File: src/design/post_pkg.sv
// Package for the position ordered slot table: transaction types, operation
// and status codes, back-end states and the group priority encoder.
// Depends on nothing; every other design file but post_ram imports it.
package post_pkg;

	// Function codes carried in the request transaction.
	localparam logic [2:0] FN_INSERT = 3'd0;
	localparam logic [2:0] FN_REMOVE = 3'd1;
	localparam logic [2:0] FN_QUERY  = 3'd2;
	localparam logic [2:0] FN_HEAD   = 3'd3;
	localparam logic [2:0] FN_STEP   = 3'd4;

	// Status codes returned in the response transaction.
	localparam logic [1:0] STAT_OK          = 2'd0;
	localparam logic [1:0] STAT_OCCUPIED    = 2'd1;
	localparam logic [1:0] STAT_EMPTY       = 2'd2;
	localparam logic [1:0] STAT_TABLE_EMPTY = 2'd3;

	// The occupancy bitmap is scanned one group of this many slots at a time.
	localparam int GROUP_BITS     = 32;
	localparam int GROUP_IDX_BITS = 5;

	// Depth of the command queue between front and back.
	localparam int QUEUE_DEPTH = 2;

	typedef struct packed {
		logic [2:0]  func;
		logic [5:0]  position;
		logic [31:0] write_data;
	} item_t;

	typedef struct packed {
		logic [1:0]  status;
		logic        present;
		logic [31:0] read_data;
		logic [5:0]  found_position;
		logic        has_more;
	} result_t;

	typedef enum logic [2:0] {
		OP_INSERT,
		OP_REMOVE,
		OP_QUERY,
		OP_HEAD,
		OP_STEP,
		OP_NONE
	} op_t;

	// Classified command as handed from the front to the back.
	typedef struct packed {
		op_t         op;
		logic [5:0]  pos;
		logic        in_range;
		logic [6:0]  next_pos;
		logic        next_valid;
		logic [31:0] wdata;
	} cmd_t;

	typedef enum logic [1:0] {
		BK_IDLE,
		BK_EXEC,
		BK_SCAN,
		BK_DONE
	} bk_state_t;

	// Index of the lowest set bit of a group; zero when no bit is set.
	function automatic logic [GROUP_IDX_BITS-1:0] lowest_set(logic [GROUP_BITS-1:0] v);
		logic [GROUP_IDX_BITS-1:0] r;
		r = '0;
		for (int i = GROUP_BITS - 1; i >= 0; i--) begin
			if (v[i]) begin
				r = GROUP_IDX_BITS'(i);
			end
		end
		return r;
	endfunction

endpackage

File: src/design/post_ram.sv
// Generic single-port-write, single-port-read RAM with a registered read.
// Depends on nothing.
module post_ram #(
	parameter int WIDTH = 32,
	parameter int DEPTH = 64
) (
	input  logic                     clk,
	input  logic                     we,
	input  logic [$clog2(DEPTH)-1:0] waddr,
	input  logic [WIDTH-1:0]         wdata,
	input  logic                     re,
	input  logic [$clog2(DEPTH)-1:0] raddr,
	output logic [WIDTH-1:0]         rdata
);

	logic [WIDTH-1:0] mem_q [DEPTH];
	logic [WIDTH-1:0] rdata_q;

	always_ff @(posedge clk) begin
		if (we) begin
			mem_q[waddr] <= wdata;
		end
		if (re) begin
			rdata_q <= mem_q[raddr];
		end
	end

	assign rdata = rdata_q;

endmodule

File: src/design/post_front.sv
// Front end: accepts request transactions, classifies the function code and
// checks the position against the table size. Depends on post_pkg.
module post_front #(
	parameter int SLOTS = 64
) (
	input  logic          req_valid,
	output logic          req_stall,
	input  post_pkg::item_t req,
	input  logic          q_full,
	output logic          q_push,
	output post_pkg::cmd_t  q_cmd
);
	import post_pkg::*;

	op_t op;

	assign req_stall = q_full;
	assign q_push    = req_valid & ~q_full;

	always_comb begin
		case (req.func)
			FN_INSERT: op = OP_INSERT;
			FN_REMOVE: op = OP_REMOVE;
			FN_QUERY:  op = OP_QUERY;
			FN_HEAD:   op = OP_HEAD;
			FN_STEP:   op = OP_STEP;
			default:   op = OP_NONE;
		endcase
	end

	always_comb begin
		q_cmd.op         = op;
		q_cmd.pos        = req.position;
		q_cmd.in_range   = (int'(req.position) < SLOTS);
		q_cmd.next_pos   = 7'(req.position) + 7'd1;
		q_cmd.next_valid = (int'(req.position) + 1 < SLOTS);
		q_cmd.wdata      = req.write_data;
	end

endmodule

File: src/design/post_queue.sv
// Short command queue between the front and the back end.
// Depends on post_pkg for the command type and the queue depth.
module post_queue (
	input  logic           clk,
	input  logic           arst_n,
	input  logic           push,
	input  post_pkg::cmd_t push_cmd,
	output logic           full,
	input  logic           pop,
	output post_pkg::cmd_t head,
	output logic           empty
);
	import post_pkg::*;

	localparam int QAW = (QUEUE_DEPTH > 1) ? $clog2(QUEUE_DEPTH) : 1;
	localparam int QCW = $clog2(QUEUE_DEPTH + 1);

	cmd_t           entry_q [QUEUE_DEPTH];
	logic [QAW-1:0] wr_ptr_q;
	logic [QAW-1:0] rd_ptr_q;
	logic [QCW-1:0] count_q;

	assign full  = (count_q == QCW'(QUEUE_DEPTH));
	assign empty = (count_q == '0);
	assign head  = entry_q[rd_ptr_q];

	always_ff @(posedge clk) begin
		if (push) begin
			entry_q[wr_ptr_q] <= push_cmd;
		end
	end

	always_ff @(posedge clk or negedge arst_n) begin
		if (!arst_n) begin
			wr_ptr_q <= '0;
			rd_ptr_q <= '0;
			count_q  <= '0;
		end else begin
			if (push) begin
				wr_ptr_q <= (wr_ptr_q == QAW'(QUEUE_DEPTH - 1)) ? '0 : wr_ptr_q + 1'b1;
			end
			if (pop) begin
				rd_ptr_q <= (rd_ptr_q == QAW'(QUEUE_DEPTH - 1)) ? '0 : rd_ptr_q + 1'b1;
			end
			case ({push, pop})
				2'b10:   count_q <= count_q + 1'b1;
				2'b01:   count_q <= count_q - 1'b1;
				default: count_q <= count_q;
			endcase
		end
	end

endmodule

File: src/design/post_back.sv
// Back end: executes classified commands against the occupancy bitmap and the
// slot data RAM, scans for occupied slots and registers the response.
// Depends on post_pkg and post_ram.
module post_back #(
	parameter int SLOTS     = 64,
	parameter int DATA_BITS = 32
) (
	input  logic              clk,
	input  logic              arst_n,
	input  logic              q_empty,
	input  post_pkg::cmd_t    q_head,
	output logic              q_pop,
	output logic              rsp_valid,
	input  logic              rsp_stall,
	output post_pkg::result_t rsp
);
	import post_pkg::*;

	localparam int NGROUP = (SLOTS + GROUP_BITS - 1) / GROUP_BITS;
	localparam int GIW    = (NGROUP > 1) ? $clog2(NGROUP) : 1;
	localparam int IW     = $clog2(SLOTS);

	bk_state_t state_q, state_d;
	cmd_t      cmd_q;
	result_t   res_q, res_d;
	result_t   rsp_q;
	logic      rsp_valid_q;

	logic [GIW-1:0]            scan_grp_q, scan_grp_d;
	logic [GROUP_IDX_BITS-1:0] scan_bit_q, scan_bit_d;
	logic                      scan_first_q, scan_first_d;

	logic [GROUP_BITS-1:0]     occ_q [NGROUP];
	logic [GIW-1:0]            occ_rd_grp;
	logic [GROUP_BITS-1:0]     occ_word;
	logic [GROUP_BITS-1:0]     start_mask;
	logic [GROUP_BITS-1:0]     masked;
	logic                      hit_any;
	logic [GROUP_IDX_BITS-1:0] hit_bit;
	logic                      scan_last;
	logic [GIW-1:0]            pos_grp;
	logic [GROUP_IDX_BITS-1:0] pos_bit;
	logic                      slot_full;
	logic                      occ_we;
	logic                      occ_val;
	logic                      out_load;

	logic                 ram_we;
	logic                 ram_re;
	logic [IW-1:0]        ram_raddr;
	logic [DATA_BITS-1:0] ram_rdata;

	post_ram #(
		.WIDTH (DATA_BITS),
		.DEPTH (SLOTS)
	) u_ram (
		.clk   (clk),
		.we    (ram_we),
		.waddr (IW'(cmd_q.pos)),
		.wdata (DATA_BITS'(cmd_q.wdata)),
		.re    (ram_re),
		.raddr (ram_raddr),
		.rdata (ram_rdata)
	);

	assign pos_grp    = GIW'(cmd_q.pos >> GROUP_IDX_BITS);
	assign pos_bit    = cmd_q.pos[GROUP_IDX_BITS-1:0];
	assign occ_rd_grp = (state_q == BK_SCAN) ? scan_grp_q : pos_grp;
	assign occ_word   = occ_q[occ_rd_grp];
	assign slot_full  = cmd_q.in_range & occ_word[pos_bit];

	// Only the first group of a scan is trimmed below the start position.
	assign start_mask = scan_first_q ? ({GROUP_BITS{1'b1}} << scan_bit_q) : '1;
	assign masked     = occ_word & start_mask;
	assign hit_any    = |masked;
	assign hit_bit    = lowest_set(masked);
	assign scan_last  = (scan_grp_q == GIW'(NGROUP - 1));
	assign out_load   = (state_q == BK_DONE) && (!rsp_valid_q || !rsp_stall);

	always_comb begin
		state_d = state_q;
		case (state_q)
			BK_IDLE: begin
				if (!q_empty) begin
					state_d = BK_EXEC;
				end
			end
			BK_EXEC: begin
				case (cmd_q.op)
					OP_HEAD: state_d = BK_SCAN;
					OP_STEP: state_d = cmd_q.next_valid ? BK_SCAN : BK_DONE;
					default: state_d = BK_DONE;
				endcase
			end
			BK_SCAN: begin
				if (hit_any || scan_last) begin
					state_d = BK_DONE;
				end
			end
			BK_DONE: begin
				if (out_load) begin
					state_d = BK_IDLE;
				end
			end
			default: state_d = BK_IDLE;
		endcase
	end

	always_comb begin
		q_pop        = 1'b0;
		res_d        = res_q;
		scan_grp_d   = scan_grp_q;
		scan_bit_d   = scan_bit_q;
		scan_first_d = scan_first_q;
		occ_we       = 1'b0;
		occ_val      = 1'b0;
		ram_we       = 1'b0;
		ram_re       = 1'b0;
		ram_raddr    = IW'(cmd_q.pos);
		case (state_q)
			BK_IDLE: begin
				q_pop = !q_empty;
				res_d = '0;
			end
			BK_EXEC: begin
				case (cmd_q.op)
					OP_INSERT: begin
						if (!cmd_q.in_range || occ_word[pos_bit]) begin
							res_d.status = STAT_OCCUPIED;
						end else begin
							occ_we  = 1'b1;
							occ_val = 1'b1;
							ram_we  = 1'b1;
						end
					end
					OP_REMOVE: begin
						if (!slot_full) begin
							res_d.status = STAT_EMPTY;
						end else begin
							occ_we = 1'b1;
						end
					end
					OP_QUERY: begin
						res_d.present = slot_full;
						ram_re        = cmd_q.in_range;
					end
					OP_HEAD: begin
						scan_grp_d   = '0;
						scan_bit_d   = '0;
						scan_first_d = 1'b1;
					end
					OP_STEP: begin
						res_d.present = slot_full;
						res_d.status  = slot_full ? STAT_OK : STAT_EMPTY;
						ram_re        = cmd_q.in_range;
						scan_grp_d    = GIW'(cmd_q.next_pos >> GROUP_IDX_BITS);
						scan_bit_d    = cmd_q.next_pos[GROUP_IDX_BITS-1:0];
						scan_first_d  = 1'b1;
					end
					default: begin
						res_d = '0;
					end
				endcase
			end
			BK_SCAN: begin
				if (hit_any) begin
					res_d.found_position = 6'({scan_grp_q, hit_bit});
					res_d.has_more       = 1'b1;
					if (cmd_q.op == OP_HEAD) begin
						res_d.present = 1'b1;
						ram_re        = 1'b1;
						ram_raddr     = IW'({scan_grp_q, hit_bit});
					end
				end else if (scan_last) begin
					if (cmd_q.op == OP_HEAD) begin
						res_d.status = STAT_TABLE_EMPTY;
					end
				end else begin
					scan_grp_d   = scan_grp_q + 1'b1;
					scan_first_d = 1'b0;
				end
			end
			default: begin
				res_d = res_q;
			end
		endcase
	end

	always_ff @(posedge clk or negedge arst_n) begin
		if (!arst_n) begin
			state_q     <= BK_IDLE;
			rsp_valid_q <= 1'b0;
			for (int g = 0; g < NGROUP; g++) begin
				occ_q[g] <= '0;
			end
		end else begin
			state_q <= state_d;
			if (out_load) begin
				rsp_valid_q <= 1'b1;
			end else if (!rsp_stall) begin
				rsp_valid_q <= 1'b0;
			end
			if (occ_we) begin
				occ_q[pos_grp][pos_bit] <= occ_val;
			end
		end
	end

	always_ff @(posedge clk) begin
		if (q_pop) begin
			cmd_q <= q_head;
		end
		res_q        <= res_d;
		scan_grp_q   <= scan_grp_d;
		scan_bit_q   <= scan_bit_d;
		scan_first_q <= scan_first_d;
		if (out_load) begin
			rsp_q.status         <= res_q.status;
			rsp_q.present        <= res_q.present;
			rsp_q.read_data      <= res_q.present ? 32'(ram_rdata) : '0;
			rsp_q.found_position <= res_q.found_position;
			rsp_q.has_more       <= res_q.has_more;
		end
	end

	assign rsp_valid = rsp_valid_q;
	assign rsp       = rsp_q;

	a_scan_bound: assert property (@(posedge clk) disable iff (!arst_n)
		(state_q == BK_SCAN) |-> (int'(scan_grp_q) < NGROUP))
		else $error("scan group beyond the occupancy bitmap");

	a_pop_exec: assert property (@(posedge clk) disable iff (!arst_n)
		q_pop |=> (state_q == BK_EXEC))
		else $error("popped command not executed in the next cycle");

	a_ram_port: assert property (@(posedge clk) disable iff (!arst_n)
		!(ram_we && ram_re))
		else $error("slot RAM written and read in the same cycle");

	a_empty_rsp: assert property (@(posedge clk) disable iff (!arst_n)
		(rsp_valid_q && rsp_q.status == STAT_TABLE_EMPTY)
		|-> (!rsp_q.has_more && !rsp_q.present))
		else $error("empty-table response carries a position or data");

	a_present_ok: assert property (@(posedge clk) disable iff (!arst_n)
		(rsp_valid_q && rsp_q.present) |-> (rsp_q.status == STAT_OK))
		else $error("present slot reported with an error status");

endmodule

File: src/design/position_ordered_slot_table_unit.sv
// Top level of the position ordered slot table: front end, command queue and
// back end. Depends on post_pkg, post_front, post_queue and post_back.
//
//  Channel  Signals                   Carries
//  req      req_valid, req_stall, req  func, position, write_data (item_t)
//  rsp      rsp_valid, rsp_stall, rsp  status, present, read_data,
//                                      found_position, has_more (result_t)
//
// The back end works on one command at a time: insert, remove, query and
// unused codes pass through the IDLE, EXEC and DONE states; head and step
// also scan the 32-slot occupancy groups, one group a cycle: 1 to
// ceil(SLOTS/32) groups for head, 0 to ceil(SLOTS/32) for step.
// Reset clears the occupancy bitmap at once; slot data is not cleared.
// The queue holds two requests while the back end is busy; a held response
// stalls the back end, and requests are still taken until the queue is full.
module position_ordered_slot_table_unit #(
	parameter int SLOTS     = 64,
	parameter int DATA_BITS = 32
) (
	input  logic              clk,
	input  logic              arst_n,
	input  logic              req_valid,
	output logic              req_stall,
	input  post_pkg::item_t   req,
	output logic              rsp_valid,
	input  logic              rsp_stall,
	output post_pkg::result_t rsp
);
	import post_pkg::*;

	logic q_full;
	logic q_push;
	logic q_pop;
	logic q_empty;
	cmd_t q_cmd;
	cmd_t q_head;

	post_front #(
		.SLOTS (SLOTS)
	) u_front (
		.req_valid (req_valid),
		.req_stall (req_stall),
		.req       (req),
		.q_full    (q_full),
		.q_push    (q_push),
		.q_cmd     (q_cmd)
	);

	post_queue u_queue (
		.clk      (clk),
		.arst_n   (arst_n),
		.push     (q_push),
		.push_cmd (q_cmd),
		.full     (q_full),
		.pop      (q_pop),
		.head     (q_head),
		.empty    (q_empty)
	);

	post_back #(
		.SLOTS     (SLOTS),
		.DATA_BITS (DATA_BITS)
	) u_back (
		.clk       (clk),
		.arst_n    (arst_n),
		.q_empty   (q_empty),
		.q_head    (q_head),
		.q_pop     (q_pop),
		.rsp_valid (rsp_valid),
		.rsp_stall (rsp_stall),
		.rsp       (rsp)
	);

endmodule
File: config.mk
export PLATFORM = sky130hd
export DESIGN_NAME = position_ordered_slot_table_unit
export DESIGN_NICKNAME = d
export VERILOG_FILES = /design/src/design/post_pkg.sv /design/src/design/post_ram.sv /design/src/design/post_front.sv /design/src/design/post_queue.sv /design/src/design/post_back.sv /design/src/design/position_ordered_slot_table_unit.sv
export SDC_FILE = /design/constraint.sdc
export NUM_CORES = 2
export LEC_CHECK = 0
export BUFFER_PORTS_ARGS = -buffer_cell sky130_fd_sc_hd__buf_2
export CAP_MARGIN = 15
export CORE_MARGIN = 8
export CORE_UTILIZATION = 45
export DETAILED_ROUTE_END_ITERATION = 6
export PLACE_DENSITY_LB_ADDON = 0.3
export SYNTH_ARGS = -nofsm -noshare
export SYNTH_HDL_FRONTEND = slang
export SYNTH_SLANG_ARGS = --single-unit
File: constraint.sdc
create_clock -name clk -period 11 [get_ports clk]
set_clock_uncertainty 0.05 [all_clocks]
set_input_delay 0.55 -clock clk [delete_from_list [all_inputs] [get_ports clk]]
set_output_delay 0.55 -clock clk [all_outputs]
set_load 0.01 [all_outputs]
==> results.md <==
- WL/cell: 27.7 µm
- Syn_area_per_cell: 12.9 µm²
- Most frequent cell on the critical path: buf_4
- GRT Total Usage: 0.237
- Worst min path class: input port to async pin
- Post-Syn Area: 0.112 mm²
- CTS hold repair buffers: 45
- Initial detailed-routing violation count: 10500
- Row count: 183
- Max FO, Critical Path: 59
- Die height: 516 µm
- H-Tree Depth: 4
- Nets@finish: 8483
- Setup TNS Final: 0 ns
- Crit path cell chain: inv_1 > ha_1 > mux2i_4 > buf_4 > mux2i_1 > a221oi_1 > a2111oi_2 > nand3_1 > o31ai_2 > or3_1 > nand2_4 > buf_4 > buf_4 > a311oi_1 > nor3_1 > o41ai_1 > nand4_1
- Reg2reg path depth: 17
- Register area share after synthesis: 0.625
- Gr ovfl total: 0
- CTS sink count: 2354
- Complex-gate fraction of the synthesized area: 0.145
- Worst Max-Slew Pin Slew: 1.33 ns
- Starting Density: 0.452
- Hold_ws: 0.239 ns
- Die W: 516 µm
- F_max: 127 MHz
- Post-synth ARST share: 0.0302
- Via count: 80200
- Post-synthesis cell type count: 77
- Initial antenna violation count: 9
- Xor/xnor share of the synthesized area: 0.000857
- #FFs+latches synth: 2354
- Crit path kind: register to register
- Drt drc: 8
- Layout area overhead: 10.1%
- Ports: 89
- Port Buffers: 88
- Yosys Warn Count: 0
- Slew headroom: 0.104
- Final ANT Viol Nets: 0
- Fin crit share: 0.718
- Post-synth EDFFs: 2283
- Cells after Synth: 8735
- Largest net degree at the start of global routing: 250
- TritonRoute pass-1 iters: 7
- Maxcap violations: 0
- CP bufs+invs: 4
- Outcome: complete, but fails checks
- Failing checks: design-rule violations
- Synth Area in Simple Gates: 0.0852
- Crit start category: register
- Root Driver: clkbuf_16
- Worst EP required: 11.51 ns
- Core Util, Final: 0.498
- Slowest cell on crit path: o41ai_1
- Multiplexer share of the synthesized area: 0.107
- Max Slew Vio Count: 0
- Maximum buffer depth of the clock tree: 3
- Multi-input gate area: 0.0388 mm²
- Total Die Area: 0.266 mm²
- Worst reg-to-reg setup slack: 3.10 ns
- Pwr dens: 233 mW/mm²
- TritonCTS clock tree: done
- Post-CTS Setup Bufs: 0
- Register area: 0.0703 mm²
- Worst vdd ir: 0.000351 V
- RePlAce Congestion: 0.872
- CTS Buf Count: 234
- Core Box Area: 0.249 mm²
- DR vias/cell: 6.71
- R2R Path End: u_back.u_ram.rdata[25]$_DFFE_PP_
- Final WL: 331 mm
- Dominant synthesized flop cell: edfxtp_1
- Largest family of logic cells by synthesized area: compound AO/OA/AOI/OAI gates
- Dpl hpwl: 175 mm
- Endpoints failing hold: 0
- Clk_lat worst skew: 0.91 ns
- Crit-path max cell delay: 1.16 ns
- Reg2reg start: u_back.state_q[0]$_DFFE_PN0P_
- Synth Area in Adders: 0.000668
- Layout fillers: 21000
- Post-layout min period: 7.90 ns
- Number of global-route vias before repair: 77700
- Layout cells sized above 1: 0.100
- Syn_nets: 8786
- Critical Path End Type: register
- First-pass GRT wire length: 487 mm
- Clk slew on worst S/H paths: 0.06 ns
- Crit path arrival time: 8.41 ns
- Largest delay share family, worst path: compound AO/OA/AOI/OAI gates
- # setup viols final: 0
- # resized after CTS: 0
- P_leak: 39.1 nW
- RSZ-0062 raised after global routing: false
==> sequential cells by signal (all words and copies together), names as in the netlist, 2 cells and up <==
name                count
u_back.scan_bit_q       5
u_back.cmd_q           48
u_queue.entry_q        96
u_back.rsp             42
u_back.u_ram.mem_q   2048
u_back.occ_q           64
u_queue.count_q         2
u_back.u_ram.rdata     32
u_back.state_q          2
u_back.res_q           10
==> cell families (layout without fill, tap and decap cells) <==
| family | after synthesis | after routing |
|---|---|---|
| fa+ha+maj | 6 | 6 |
| compound gates | 2321 | 2321 |
| simple gates | 1931 | 1931 |
| mux | 1181 | 1181 |
| other cells | 0 | 4 |
| xor+xnor | 11 | 11 |
| buf+inv | 931 | 824 |
| flops | 2354 | 2354 |
==> worst max-delay path by stage <==
stage / cells past startpoint / to / start / slack [ns]
detailed placement: 17 / u_back.u_ram.rdata[14]$_DFFE_PP_ / u_back.state_q[0]$_DFFE_PN0P_ / 3.27
CTS: 17 / u_back.u_ram.rdata[14]$_DFFE_PP_ / u_back.state_q[0]$_DFFE_PN0P_ / 3.28
global placement: 17 / u_back.u_ram.rdata[13]$_DFFE_PP_ / u_back.state_q[0]$_DFFE_PN0P_ / 3.35
global route: 17 / u_back.u_ram.rdata[14]$_DFFE_PP_ / u_back.state_q[0]$_DFFE_PN0P_ / 2.68
floorplan: 15 / u_back.u_ram.mem_q[28][0]$_DFFE_PP_ / u_back.state_q[0]$_DFFE_PN0P_ / 5.21
finish: 17 / u_back.u_ram.rdata[25]$_DFFE_PP_ / u_back.state_q[0]$_DFFE_PN0P_ / 3.10
==> power by group <==
part,internal [mW],leakage [nW],switching (mW)
combinational,2.58,14.0,7.29
sequential,11.0,21.6,0.204
clock,4.33,3.59,3.43
==> synth_stat cells (61+ instances only) <==
cell type | n | area [µm²]
edfxtp_1 | 2283 | 68600
mux2i_1 | 1063 | 10600
a311oi_1 | 1009 | 8840
nand3_1 | 996 | 4980
clkbuf_1 | 640 | 2400
o21ai_0 | 545 | 2730
nor3_1 | 462 | 2310
o21ai_1 | 457 | 2290
buf_2 | 196 | 981
nor2_1 | 190 | 713
o41ai_1 | 96 | 841
mux2_2 | 94 | 1060
nand2_1 | 91 | 342
and3_1 | 71 | 444
dfrtp_1 | 71 | 1780
o31ai_1 | 61 | 458
==> cells in the final DEF (no fill, tap or decap), types with 93 or more instances in the layout <==
| master | instances |
|---|---|
| mux2i_1 | 1063 |
| buf_2 | 93 |
| nor2_1 | 126 |
| a311oi_1 | 1009 |
| o21ai_1 | 457 |
| clkbuf_16 | 235 |
| nor3_1 | 459 |
| edfxtp_1 | 2283 |
| mux2_2 | 94 |
| o21ai_0 | 545 |
| nand3_1 | 996 |
| buf_4 | 209 |
==> metrics by stage <==
| step | power (mW) | std cells | setup slack [ns] | area (µm²) |
|---|---|---|---|---|
| after floorplan | 17.7 | 8735 | 5.21 | 112000 |
| after global placement | 20.9 | 11500 | 3.35 | 116000 |
| after detailed placement | 21.1 | 11500 | 3.27 | 116000 |
| after CTS | 28.8 | 12000 | 3.28 | 124000 |
| after global routing | 29.8 | 12000 | 2.68 | 124000 |
| final | 28.8 | 12000 | 3.10 | 124000 |
==> layout make-up <==
class | count | area share
antenna | 4 | 0.0000809
sequential | 2354 | 0.568
inverter | 13 | 0.000394
clock buffer | 298 | 0.0497
clock inverter | 134 | 0.00964
timing repair buffer | 379 | 0.0250
multi-input combinational | 5450 | 0.313
tap | 3330 | 0.0337
==> per-layer routing <==
metal,wire length [µm],track usage,vias up
met2,159000,0.398,3975
met4,10500,0.0786,0
met3,29000,0.0380,629
met1,133000,0.316,40600
met5,0,0,-
li1,-,-,35000
No activity file was read; power rests on OpenSTA's default activity.
